**src/rtl/mhsd_pkg.sv**
```systemverilog
// shared types and constants for the min-heap descending sorter
`default_nettype none
package mhsd_pkg;

  localparam int unsigned DATA_W = 32;

  typedef enum logic [3:0] {
    ST_LOAD,
    ST_BUILD,
    ST_SD_B,
    ST_SD_C,
    ST_SD_D,
    ST_SD_E,
    ST_SD_F,
    ST_EXTRACT,
    ST_SW_A,
    ST_SW_B,
    ST_SW_C,
    ST_SW_D,
    ST_EMIT_RD,
    ST_EMIT_WR
  } state_e;

endpackage
`default_nettype wire

```
**src/rtl/min_heap_sort_descending_top.sv**
```systemverilog
// top level: batch heap sort of signed words, emitted largest first
// loading: one input word per cycle; after the last word the sort is paced by one
//   store read port and one shared signed comparator
// output: each result word is read from the store, then handed to the output
//   register once it is free; after the last result word, loading resumes
// reset: element count, overflow flag, sequencer and output valid clear at once;
//   the store itself is not cleared, only words of the current batch are read
`default_nettype none
module min_heap_sort_descending_top #(
  parameter int unsigned MAX_ITEMS = 64
) (
  input  wire logic                               clk_i,
  input  wire logic                               rst_ni,
  // input word stream
  input  wire logic                               s_axis_tvalid_i,
  output logic                                    s_axis_tready_o,
  input  wire logic [mhsd_pkg::DATA_W-1:0]        s_axis_tdata_i,  // [31:0] value
  input  wire logic                               s_axis_tlast_i,  // last_in
  // result word stream
  output logic                                    m_axis_tvalid_o,
  input  wire logic                               m_axis_tready_i,
  output logic [mhsd_pkg::DATA_W-1:0]             m_axis_tdata_o,  // [31:0] sorted_value
  output logic                                    m_axis_tlast_o,  // last_out
  output logic                                    m_axis_tuser_o   // [0] dropped
);

  localparam int unsigned AW = (MAX_ITEMS > 1) ? $clog2(MAX_ITEMS) : 1;  // store index
  localparam int unsigned CW = $clog2(MAX_ITEMS + 1);                   // count width
  localparam int unsigned XW = AW + 2;                                   // child index

  localparam logic [CW-1:0] MAX_CNT = CW'(MAX_ITEMS);

  mhsd_pkg::state_e state_q, state_d;

  // batch bookkeeping
  logic [CW-1:0] count_q, count_d;
  logic          ovf_q, ovf_d;
  logic          build_q, build_d;   // 1 while building heap, 0 while extracting
  logic [CW-1:0] k_q, k_d;           // outer loop counter
  logic [CW-1:0] size_q, size_d;     // current heap size

  // sift-down working registers
  logic [AW-1:0] node_q, node_d;
  logic [AW-1:0] least_q, least_d;
  logic signed [mhsd_pkg::DATA_W-1:0] cur_q, cur_d;    // value travelling down
  logic signed [mhsd_pkg::DATA_W-1:0] lval_q, lval_d;  // smallest seen this level

  logic [AW-1:0] idx_q, idx_d;       // emit index

  // output register
  logic                        m_valid_q, m_valid_d;
  logic [mhsd_pkg::DATA_W-1:0] m_data_q, m_data_d;
  logic                        m_last_q, m_last_d;
  logic                        m_drop_q, m_drop_d;

  // store port
  logic                               we;
  logic [AW-1:0]                      waddr, raddr;
  logic signed [mhsd_pkg::DATA_W-1:0] wdata, rdata;

  mhsd_ram #(
    .DEPTH (MAX_ITEMS)
  ) u_ram (
    .clk_i   (clk_i),
    .we_i    (we),
    .waddr_i (waddr),
    .wdata_i (wdata),
    .raddr_i (raddr),
    .rdata_o (rdata)
  );

  // child indices and bounds checks
  logic [XW-1:0] size_x, lc_x, rc_x, lcn_x;
  logic          lc_ok, rc_ok, lcn_ok;
  logic          cmp_lt;             // shared signed comparator
  logic [CW-1:0] km1;
  logic [CW-1:0] load_cnt;
  logic          in_acc, out_free;

  assign size_x = XW'(size_q);
  assign lc_x   = {1'b0, node_q, 1'b1};
  assign rc_x   = lc_x + XW'(1);
  assign lcn_x  = {1'b0, least_q, 1'b1};
  assign lc_ok  = lc_x < size_x;
  assign rc_ok  = rc_x < size_x;
  assign lcn_ok = lcn_x < size_x;
  assign cmp_lt = rdata < lval_q;
  assign km1    = k_q - CW'(1);

  assign in_acc   = s_axis_tvalid_i && s_axis_tready_o;
  assign out_free = !m_valid_q || m_axis_tready_i;
  assign load_cnt = (count_q < MAX_CNT) ? count_q + CW'(1) : count_q;

  assign s_axis_tready_o = (state_q == mhsd_pkg::ST_LOAD);
  assign m_axis_tvalid_o = m_valid_q;
  assign m_axis_tdata_o  = m_data_q;
  assign m_axis_tlast_o  = m_last_q;
  assign m_axis_tuser_o  = m_drop_q;

  always_ff @(posedge clk_i or negedge rst_ni) begin
    if (!rst_ni) begin
      state_q   <= mhsd_pkg::ST_LOAD;
      count_q   <= '0;
      ovf_q     <= 1'b0;
      build_q   <= 1'b0;
      k_q       <= '0;
      size_q    <= '0;
      node_q    <= '0;
      least_q   <= '0;
      idx_q     <= '0;
      m_valid_q <= 1'b0;
    end else begin
      state_q   <= state_d;
      count_q   <= count_d;
      ovf_q     <= ovf_d;
      build_q   <= build_d;
      k_q       <= k_d;
      size_q    <= size_d;
      node_q    <= node_d;
      least_q   <= least_d;
      idx_q     <= idx_d;
      m_valid_q <= m_valid_d;
    end
  end

  // payload registers, no reset
  always_ff @(posedge clk_i) begin
    cur_q    <= cur_d;
    lval_q   <= lval_d;
    m_data_q <= m_data_d;
    m_last_q <= m_last_d;
    m_drop_q <= m_drop_d;
  end

  always_comb begin
    state_d   = state_q;
    count_d   = count_q;
    ovf_d     = ovf_q;
    build_d   = build_q;
    k_d       = k_q;
    size_d    = size_q;
    node_d    = node_q;
    least_d   = least_q;
    cur_d     = cur_q;
    lval_d    = lval_q;
    idx_d     = idx_q;
    m_valid_d = m_valid_q;
    m_data_d  = m_data_q;
    m_last_d  = m_last_q;
    m_drop_d  = m_drop_q;
    we        = 1'b0;
    waddr     = count_q[AW-1:0];
    wdata     = s_axis_tdata_i;
    raddr     = idx_q;

    if (m_valid_q && m_axis_tready_i) begin
      m_valid_d = 1'b0;
    end

    case (state_q)
      mhsd_pkg::ST_LOAD: begin
        if (in_acc) begin
          if (count_q < MAX_CNT) begin
            we = 1'b1;
          end else begin
            ovf_d = 1'b1;
          end
          count_d = load_cnt;
          if (s_axis_tlast_i) begin
            k_d     = load_cnt >> 1;
            size_d  = load_cnt;
            build_d = 1'b1;
            state_d = mhsd_pkg::ST_BUILD;
          end
        end
      end

      // heapify: sift down from the middle index back to the root
      mhsd_pkg::ST_BUILD: begin
        if (k_q == '0) begin
          k_d     = count_q;
          build_d = 1'b0;
          state_d = mhsd_pkg::ST_EXTRACT;
        end else begin
          k_d     = km1;
          node_d  = km1[AW-1:0];
          size_d  = count_q;
          raddr   = km1[AW-1:0];
          state_d = mhsd_pkg::ST_SD_B;
        end
      end

      // node value arrives
      mhsd_pkg::ST_SD_B: begin
        cur_d   = rdata;
        lval_d  = rdata;
        least_d = node_q;
        if (lc_ok) begin
          raddr   = lc_x[AW-1:0];
          state_d = mhsd_pkg::ST_SD_C;
        end else begin
          state_d = build_q ? mhsd_pkg::ST_BUILD : mhsd_pkg::ST_EXTRACT;
        end
      end

      // left child arrives
      mhsd_pkg::ST_SD_C: begin
        if (cmp_lt) begin
          lval_d  = rdata;
          least_d = lc_x[AW-1:0];
        end
        if (rc_ok) begin
          raddr   = rc_x[AW-1:0];
          state_d = mhsd_pkg::ST_SD_D;
        end else begin
          state_d = mhsd_pkg::ST_SD_E;
        end
      end

      // right child arrives
      mhsd_pkg::ST_SD_D: begin
        if (cmp_lt) begin
          lval_d  = rdata;
          least_d = rc_x[AW-1:0];
        end
        state_d = mhsd_pkg::ST_SD_E;
      end

      // heap property holds, or move the smaller child up
      mhsd_pkg::ST_SD_E: begin
        if (least_q == node_q) begin
          state_d = build_q ? mhsd_pkg::ST_BUILD : mhsd_pkg::ST_EXTRACT;
        end else begin
          we      = 1'b1;
          waddr   = node_q;
          wdata   = lval_q;
          state_d = mhsd_pkg::ST_SD_F;
        end
      end

      // drop the travelling value one level, start reading the next left child
      mhsd_pkg::ST_SD_F: begin
        we      = 1'b1;
        waddr   = least_q;
        wdata   = cur_q;
        node_d  = least_q;
        lval_d  = cur_q;
        if (lcn_ok) begin
          raddr   = lcn_x[AW-1:0];
          state_d = mhsd_pkg::ST_SD_C;
        end else begin
          state_d = build_q ? mhsd_pkg::ST_BUILD : mhsd_pkg::ST_EXTRACT;
        end
      end

      // move the root minimum to the end of the shrinking heap
      mhsd_pkg::ST_EXTRACT: begin
        if (k_q <= CW'(1)) begin
          idx_d   = '0;
          state_d = mhsd_pkg::ST_EMIT_RD;
        end else begin
          k_d     = km1;
          size_d  = km1;
          node_d  = '0;
          state_d = mhsd_pkg::ST_SW_A;
        end
      end

      mhsd_pkg::ST_SW_A: begin
        raddr   = '0;
        state_d = mhsd_pkg::ST_SW_B;
      end

      mhsd_pkg::ST_SW_B: begin
        cur_d   = rdata;
        raddr   = size_q[AW-1:0];
        state_d = mhsd_pkg::ST_SW_C;
      end

      mhsd_pkg::ST_SW_C: begin
        we      = 1'b1;
        waddr   = '0;
        wdata   = rdata;
        state_d = mhsd_pkg::ST_SW_D;
      end

      // finish the swap and issue the root read for the sift
      mhsd_pkg::ST_SW_D: begin
        we      = 1'b1;
        waddr   = size_q[AW-1:0];
        wdata   = cur_q;
        raddr   = '0;
        state_d = mhsd_pkg::ST_SD_B;
      end

      mhsd_pkg::ST_EMIT_RD: begin
        state_d = mhsd_pkg::ST_EMIT_WR;
      end

      // hand one word to the output register when it is free
      mhsd_pkg::ST_EMIT_WR: begin
        if (out_free) begin
          m_valid_d = 1'b1;
          m_data_d  = rdata;
          m_drop_d  = ovf_q;
          m_last_d  = (CW'(idx_q) + CW'(1)) == count_q;
          if ((CW'(idx_q) + CW'(1)) == count_q) begin
            count_d = '0;
            ovf_d   = 1'b0;
            state_d = mhsd_pkg::ST_LOAD;
          end else begin
            idx_d   = idx_q + AW'(1);
            state_d = mhsd_pkg::ST_EMIT_RD;
          end
        end
      end

      default: begin
        state_d = mhsd_pkg::ST_LOAD;
      end
    endcase
  end

endmodule
`default_nettype wire

```
**src/rtl/mhsd_ram.sv**
```systemverilog
// single write port, single registered read port element store
`default_nettype none
module mhsd_ram #(
  parameter int unsigned DEPTH = 64
) (
  input  wire logic                                 clk_i,
  input  wire logic                                 we_i,
  input  wire logic [$clog2(DEPTH)-1:0]             waddr_i,
  input  wire logic signed [mhsd_pkg::DATA_W-1:0]   wdata_i,
  input  wire logic [$clog2(DEPTH)-1:0]             raddr_i,
  output logic signed [mhsd_pkg::DATA_W-1:0]        rdata_o
);

  logic signed [mhsd_pkg::DATA_W-1:0] mem [DEPTH];

  always_ff @(posedge clk_i) begin
    if (we_i) begin
      mem[waddr_i] <= wdata_i;
    end
  end

  always_ff @(posedge clk_i) begin
    rdata_o <= mem[raddr_i];
  end

endmodule
`default_nettype wire
```
**config.mk**
```make
export PLATFORM = sky130hd
export DESIGN_NAME = min_heap_sort_descending_top
export DESIGN_NICKNAME = d
export VERILOG_FILES = /design/src/rtl/mhsd_pkg.sv /design/src/rtl/min_heap_sort_descending_top.sv /design/src/rtl/mhsd_ram.sv
export SDC_FILE = /design/constraint.sdc
export NUM_CORES = 2
export LEC_CHECK = 0
export ABC_CLOCK_PERIOD_IN_PS = 5670
export BUFFER_PORTS_ARGS = -buffer_cell sky130_fd_sc_hd__buf_2
export CORE_MARGIN = 5
export CORE_UTILIZATION = 44
export CTS_CLUSTER_DIAMETER = 150
export DETAILED_ROUTE_END_ITERATION = 7
export GPL_ROUTABILITY_DRIVEN = 0
export REMOVE_ABC_BUFFERS = 1
export SYNTH_ARGS = -nofsm -noshare
export SYNTH_HDL_FRONTEND = slang
export SYNTH_SLANG_ARGS = --single-unit
```
**constraint.sdc**
```tcl
create_clock -name clk_i -period 5.67 [get_ports clk_i]
set_clock_uncertainty 0.2 [all_clocks]
set_input_delay 0.2835 -clock clk_i [delete_from_list [all_inputs] [get_ports clk_i]]
set_output_delay 0.2835 -clock clk_i [all_outputs]
set_load 0.1 [all_outputs]
```
; ---- Word-level counts from Yosys, hierarchy flattened
; Memory sizes are Yosys's and may differ from the RTL's. A register that Yosys moved wholly into a read port is not among the register bits.
; Index checks and enable logic that the tools add are counted.
[classes]
addsub = 5
reduce_logical = 29
n_lt_le_gt_ge = 6
n_eq_ne = 28
mux = 65
[op_table]
columns = cell, n
row1 = $pmux W32 S3, 2
row2 = $mux W7, 11
row3 = $mux W6, 12
row4 = $mux W32, 2
row5 = $pmux W4 S14, 1
row6 = $pmux W7 S3, 2
row7 = $pmux W6 S3, 2
row8 = $pmux W6 S6, 1
row9 = $lt A32 B32 Y1, 1
row10 = $eq A4 B4 Y1 const B, 6
row11 = $pmux W6 S4, 1
row12 = $ne A2 B2 Y1 const B, 10
row13 = $mux W3, 6
row14 = $eq A4 B3 Y1 const B, 4
row15 = $mux W1, 16
row16 = $mux W4, 4
row17 = $reduce_and A4 Y1, 4
row18 = $lt A7 B7 Y1, 2
row19 = $pmux W7 S2, 1
row20 = $pmux W6 S2, 1
row21 = $reduce_bool A3 Y1, 4
row22 = $reduce_and A5 Y1, 2
row23 = $reduce_and A3 Y1, 3
row24 = $add A7 B1 Y8 const B, 1
row25 = 23 further kinds, 34
[totals]
ramBits = 2048
output_inout_bits = 36
n_memories = 1
input_bits = 37
register_bits = 144
[mem_list]
columns = memory, depth, width, rd, rd_clocked_by_memory_dff, wr, line_no
row1 = u_ram.mem, 64, 32, 1, 1, 1, mhsd_ram.sv:14  ; logic signed [mhsd_pkg::DATA_W-1:0] mem [DEPTH];

; ---- Depth between registers and ports, before layout
[depth]
ltp_word = 6
mapped_depth = 22
depth_no_buf = 16

; ---- Hierarchy
; From an unflattened synthesis, not the netlist that was laid out.
[hier_totals]
cells_unflattened = 4254
area_unflattened_um2 = 87540.2
[modules_own_cells]
columns = module, instances, area_each_um2, cells_each, seq_area_each_um2
row1 = mhsd_ram, 1, 78512.8, 3324, 62139.6
row2 = min_heap_sort_descending_top, 1, 9027.4, 930, 4093.9

; ---- Least setup slack after synthesis
; No wires, ideal clock.
[synth_timing]
path_type = reg-to-reg
startpoint = register state_q[3]
endpoint = register size_q[2]
path_buffers = 3
setup_time_ps = 137
period_less_slack_ps = 5279
stages_incl_launch_ff = 10
slack_ps = 391
arrival_time_ps = 4942
path_cell_list = dfrtp_1 -> buf_2 -> clkbuf_1 -> nor4_1 -> a21boi_0 -> nor4_1 -> and2_0 -> clkbuf_1 -> nor2_1 -> a21oi_1
[synth_via]
elab_chain_cells = 4
word_cells_on_any_way = 11
[synth_rtl]
columns = item, line_no
row1 = "start, declared", min_heap_sort_descending_top.sv:33  ; mhsd_pkg::state_e state_q, state_d;
row2 = "start signal, assigned", min_heap_sort_descending_top.sv:102  ; state_q <= mhsd_pkg::ST_LOAD;
row3 = "start signal, assigned", min_heap_sort_descending_top.sv:113  ; state_q <= state_d;
row4 = $logic_not A4 Y1 (*), min_heap_sort_descending_top.sv:94  ; assign s_axis_tready_o = (state_q == mhsd_pkg::ST_LOAD);
row5 = net s_axis_tready_o, min_heap_sort_descending_top.sv:16  ; output logic s_axis_tready_o,
row6 = $logic_and A1 B1 Y1, min_heap_sort_descending_top.sv:90  ; assign in_acc = s_axis_tvalid_i && s_axis_tready_o;
row7 = $ne A2 B1 Y1 (no line), n/a
row8 = $reduce_and A5 Y1 (no line), n/a
row9 = "end signal, assigned", min_heap_sort_descending_top.sv:118  ; size_q <= size_d;
row10 = "end, declared", min_heap_sort_descending_top.sv:40  ; logic [CW-1:0] size_q, size_d;
; The timed path passes the listed nets; every way through them passes the cells marked *.
; A chain may end at the register's enable or synchronous reset.

; ---- Final worst setup path
[layout_timing]
startpoint = register node_q[0]
endpoint = register u_ram.rdata_o[1] in the netlist's numbering (read register of u_ram.mem)
[layout_via]
elab_chain_cells = 4
word_cells_on_any_way = 6
[layout_rtl]
columns = item, line_no
row1 = "start, declared", min_heap_sort_descending_top.sv:43  ; logic [AW-1:0] node_q, node_d;
row2 = "start signal, assigned", min_heap_sort_descending_top.sv:119  ; node_q <= node_d;
row3 = $add A7 B1 Y8, min_heap_sort_descending_top.sv:82  ; assign rc_x = lc_x + XW'(1);
row4 = $lt A8 B7 Y1, min_heap_sort_descending_top.sv:85  ; assign rc_ok = rc_x < size_x;
row5 = $mux W6, min_heap_sort_descending_top.sv:212  ; if (rc_ok) begin
row6 = $pmux W6 S6 (*), min_heap_sort_descending_top.sv:160  ; case (state_q)
row7 = "end, declared", mhsd_ram.sv:11  ; output logic signed [mhsd_pkg::DATA_W-1:0] rdata_o
; Mark *: on every way between the ends. The rest lies on a longest branch, timed or not.

==> impl_results.md <==
* WS Path Type: reg -> reg
* Final Cell Area at 102,000 µm²
* Clk network pwr share at 0.210
* Grt peak-use layer: met2
* Slew margin rel. at 0.169
* Util after Layout at 0.510
* Routed WL at 267,000 µm
* FP Rows at 164
* Core area at 199,000 µm²
* CTS Buf Count at 225
* Peak Freq at 186 MHz
* Leak at 32.9 nW
* YS warnings at 0
* Fin cells at 7,888
* Share of cells above drive strength 1 at 0.252
* Most frequent cells in the layout: edfxtp_1, mux4_2, nand2_1, buf_4, clkbuf_16
* Average size of a mapped cell at 18.9 µm²
* Worst skew pair latency at 0.86 ns
* Synth unique cells at 86
* Startpoint types: register
* Via total after detailed routing at 49,035
* Post-route clock period utilization at 0.948
* Met2 Resource Use GR at 0.396
* Internal power at 41.6 mW
* Power Total at 68.8 mW
* Routed Antenna Nets at 0
* Fillers at 15,848
* Hold Path Class: in -> reg
* Least-Margin Pin Slew at 1.25 ns
* Part of the power in registers at 0.317
* Fin worst setup slack at 0.294 ns
* Post-synthesis sequential area ratio at 0.754
* Critical-path maximum fanout at 47
* Sw Pwr at 27.2 mW
* Total global-route track usage at 0.253
* Global-route wire length before repair at 376,000 µm
* Fin Setup TNS at 0 ns
* Dpl cell area at 94,400 µm²
* Worst Setup End Kind: register
* DRC at 0
* Async S/R FF share, synth at 0.0207
* Final critical-path required period at 5.38 ns
* Wire length per cell at 33.9 µm
* CTS root buffer: clkbuf_16
* Inst Count DP at 7,444
* Layout area overhead at 15.8%
* Max incr delay on CP at 0.41 ns
* Primary FF master, synth: edfxtp_1
* CP most frequent cell: ha_1
* Largest net degree at the start of global routing at 65
* Pre-CTS WS at 0.154 ns
* Pins Over Slew Limit at 0
* Pwr Density at 676 nW/µm²
* CTS max path bufs at 3
* Detailed router's first-iteration violation count at 7,136
* Nets@finish at 5,123
* Final hold viol count at 0
* CTS tree: done
* # setup viols final at 0
* GR Overflow Total at 0
* Critical Path Slowest Stage Cell: mux2i_1
* Initial Util at 0.441
* Most common cell after layout, fill and taps aside: edfxtp_1
* Die width at 457 µm
* Initial antenna violation count at 15
* Crit path DAT at 5.92 ns
* H-tree levels at 4
* Die height at 457 µm
* Met1 usage at 0.360
* Met3 GRT Util at 0.0518
* Switching share of power at 0.395
* IO Pins at 73
* Worst vdd ir at 0.515 mV
* Vias in the first global route at 47,993
* Maxcap violations at 0
* Final HPWL DP at 157,000 µm
* Via density per instance at 6.22
* Seq cells post-synth at 2,224
* RSZ-0062 raised after global routing: no
* Combinational share of power at 0.473
* CP Cell Sequence: ha_1 -> nand3_1 -> xnor2_1 -> ha_1 -> a21oi_1 -> o221ai_1 -> or2_1 -> or2_0 -> o211ai_2 -> a21o_4 -> buf_12 -> buf_4 -> mux4_2 -> mux2i_1 -> o21ai_1 -> and4_1
* Netlist area before placement at 87,800 µm²
* Total clock sinks at 2,224
* Mapped Cells at 4,646
* EDFF count, synth at 2,146
* Worst Hold Slack at 0.0461 ns
* Die ar. at 209,000 µm²
* WP data required at 6.22 ns
* Status: complete, no violations
* IO buf count at 72
* Drt pass-1 iters at 8
* Clock transition at path regs at 0.06 ns
-- worst max-delay path: cells and delay by family, from the launching register on --
family          cells  cell delay [ns]
flops               1             0.35
fa+ha+maj           2             0.58
xor+xnor            1             0.28
mux                 2             0.72
simple gates        4             1.00
compound gates      5             1.42
buf+inv             2             0.59
-- cell families after synthesis --
group           count (synthesis)  share of synthesized area
mux                           554                      0.124
compound gates                649                     0.0517
buf+inv                       315                     0.0190
flops                        2224                      0.754
xor+xnor                       29                    0.00289
fa+ha+maj                      53                    0.00755
simple gates                  822                     0.0407
-- metal layers --
layer / share of wire / up-vias
met3: 0.10 / 454
met5: 0.000090 / -
met1: 0.40 / 26004
met4: 0.031 / 4
li1: - / 19774
met2: 0.47 / 2799
-- area by class of cell --
type                       count  area [µm²]  share of cell area
sequential                  2224       66200               0.651
multi-input combinational   2107       20700               0.203
clock buffer                 301        6090              0.0599
timing repair buffer         418        4090              0.0402
tap                         2656        3320              0.0327
clock inverter               120        1040              0.0102
inverter                      57         214             0.00210
antenna                        5        12.5            0.000123
-- path summary, 6_finish.rpt --
kind,endpoint,startpoint,slack [ns],cells past startpoint
max in group asynchronous,node_q[5]$_DFFE_PN0P_,rst_ni,4.30,4
setup / recovery,u_ram.rdata_o[1]$_DFF_P_,node_q[0]$_DFFE_PN0P_,0.29,16
hold / removal,u_ram.mem[28][26]$_DFFE_PP_,s_axis_tdata_i[26],0.05,4
setup reg to reg,u_ram.rdata_o[1]$_DFF_P_,node_q[0]$_DFFE_PN0P_,0.29,16
hold reg to reg,m_axis_tuser_o$_DFFE_PP_,ovf_q$_DFFE_PN0P_,0.25,0
min in group asynchronous,m_axis_tvalid_o$_DFF_PN0_,rst_ni,0.53,4
-- power by group through the flow --
stage	clock network, mW	registers [mW]	logic, mW
global placement	0	22.1	31.9
CTS	14.6	21.8	32.2
detailed placement	0	22.1	32.1
global route	15.4	21.9	34.2
finish	14.5	21.8	32.5
floorplan	0	21.7	12.0
-- cell usage after synthesis (9+ instances only) --
library cell / count / area [µm²]
buf_6: 24 / 270
o22ai_1: 19 / 119
dfxtp_1: 32 / 641
nand2b_1: 11 / 68.8
buf_4: 31 / 233
edfxtp_1: 2146 / 64400
a22oi_1: 102 / 766
o21ai_1: 30 / 150
clkbuf_1: 93 / 349
a32oi_1: 23 / 201
a2111oi_0: 9 / 78.8
nand3_1: 112 / 561
buf_1: 25 / 93.8
nor2b_1: 17 / 106
buf_2: 79 / 395
nor3_1: 19 / 95.1
xnor2_1: 19 / 166
a21oi_1: 155 / 776
dfrtp_1: 46 / 1150
mux4_2: 424 / 9550
and3_1: 14 / 87.6
inv_1: 56 / 210
mux2i_1: 92 / 921
o221ai_1: 13 / 114
ha_1: 53 / 663
a21o_1: 17 / 128
a31oi_1: 42 / 263
a221oi_1: 38 / 333
nand2_1: 431 / 1620
mux2_2: 38 / 428
a22o_1: 15 / 131
o21ai_0: 72 / 360
xor2_1: 10 / 87.6
a222oi_1: 35 / 350
nand4_1: 13 / 81.3
o31ai_1: 10 / 75.1
a221o_1: 10 / 100
nor2_1: 160 / 601
-- registers in the layout, summed over array words and instances (netlist names), 4 cells and up --
name,count
size_q,7
m_axis_tdata_o,32
cur_q,32
state_q,4
k_q,7
least_q,6
idx_q,6
node_q,6
count_q,7
lval_q,32
u_ram.mem,2048
u_ram.rdata_o,32
-- repair_timing --
item,CTS,global route
endpoints found under the setup margin,0,2
hold buffers,15,0
endpoints found under the hold margin,263,0
resized for setup,0,1
buffers inserted,0,2
Note: power is estimated with default switching activity, not from simulation.
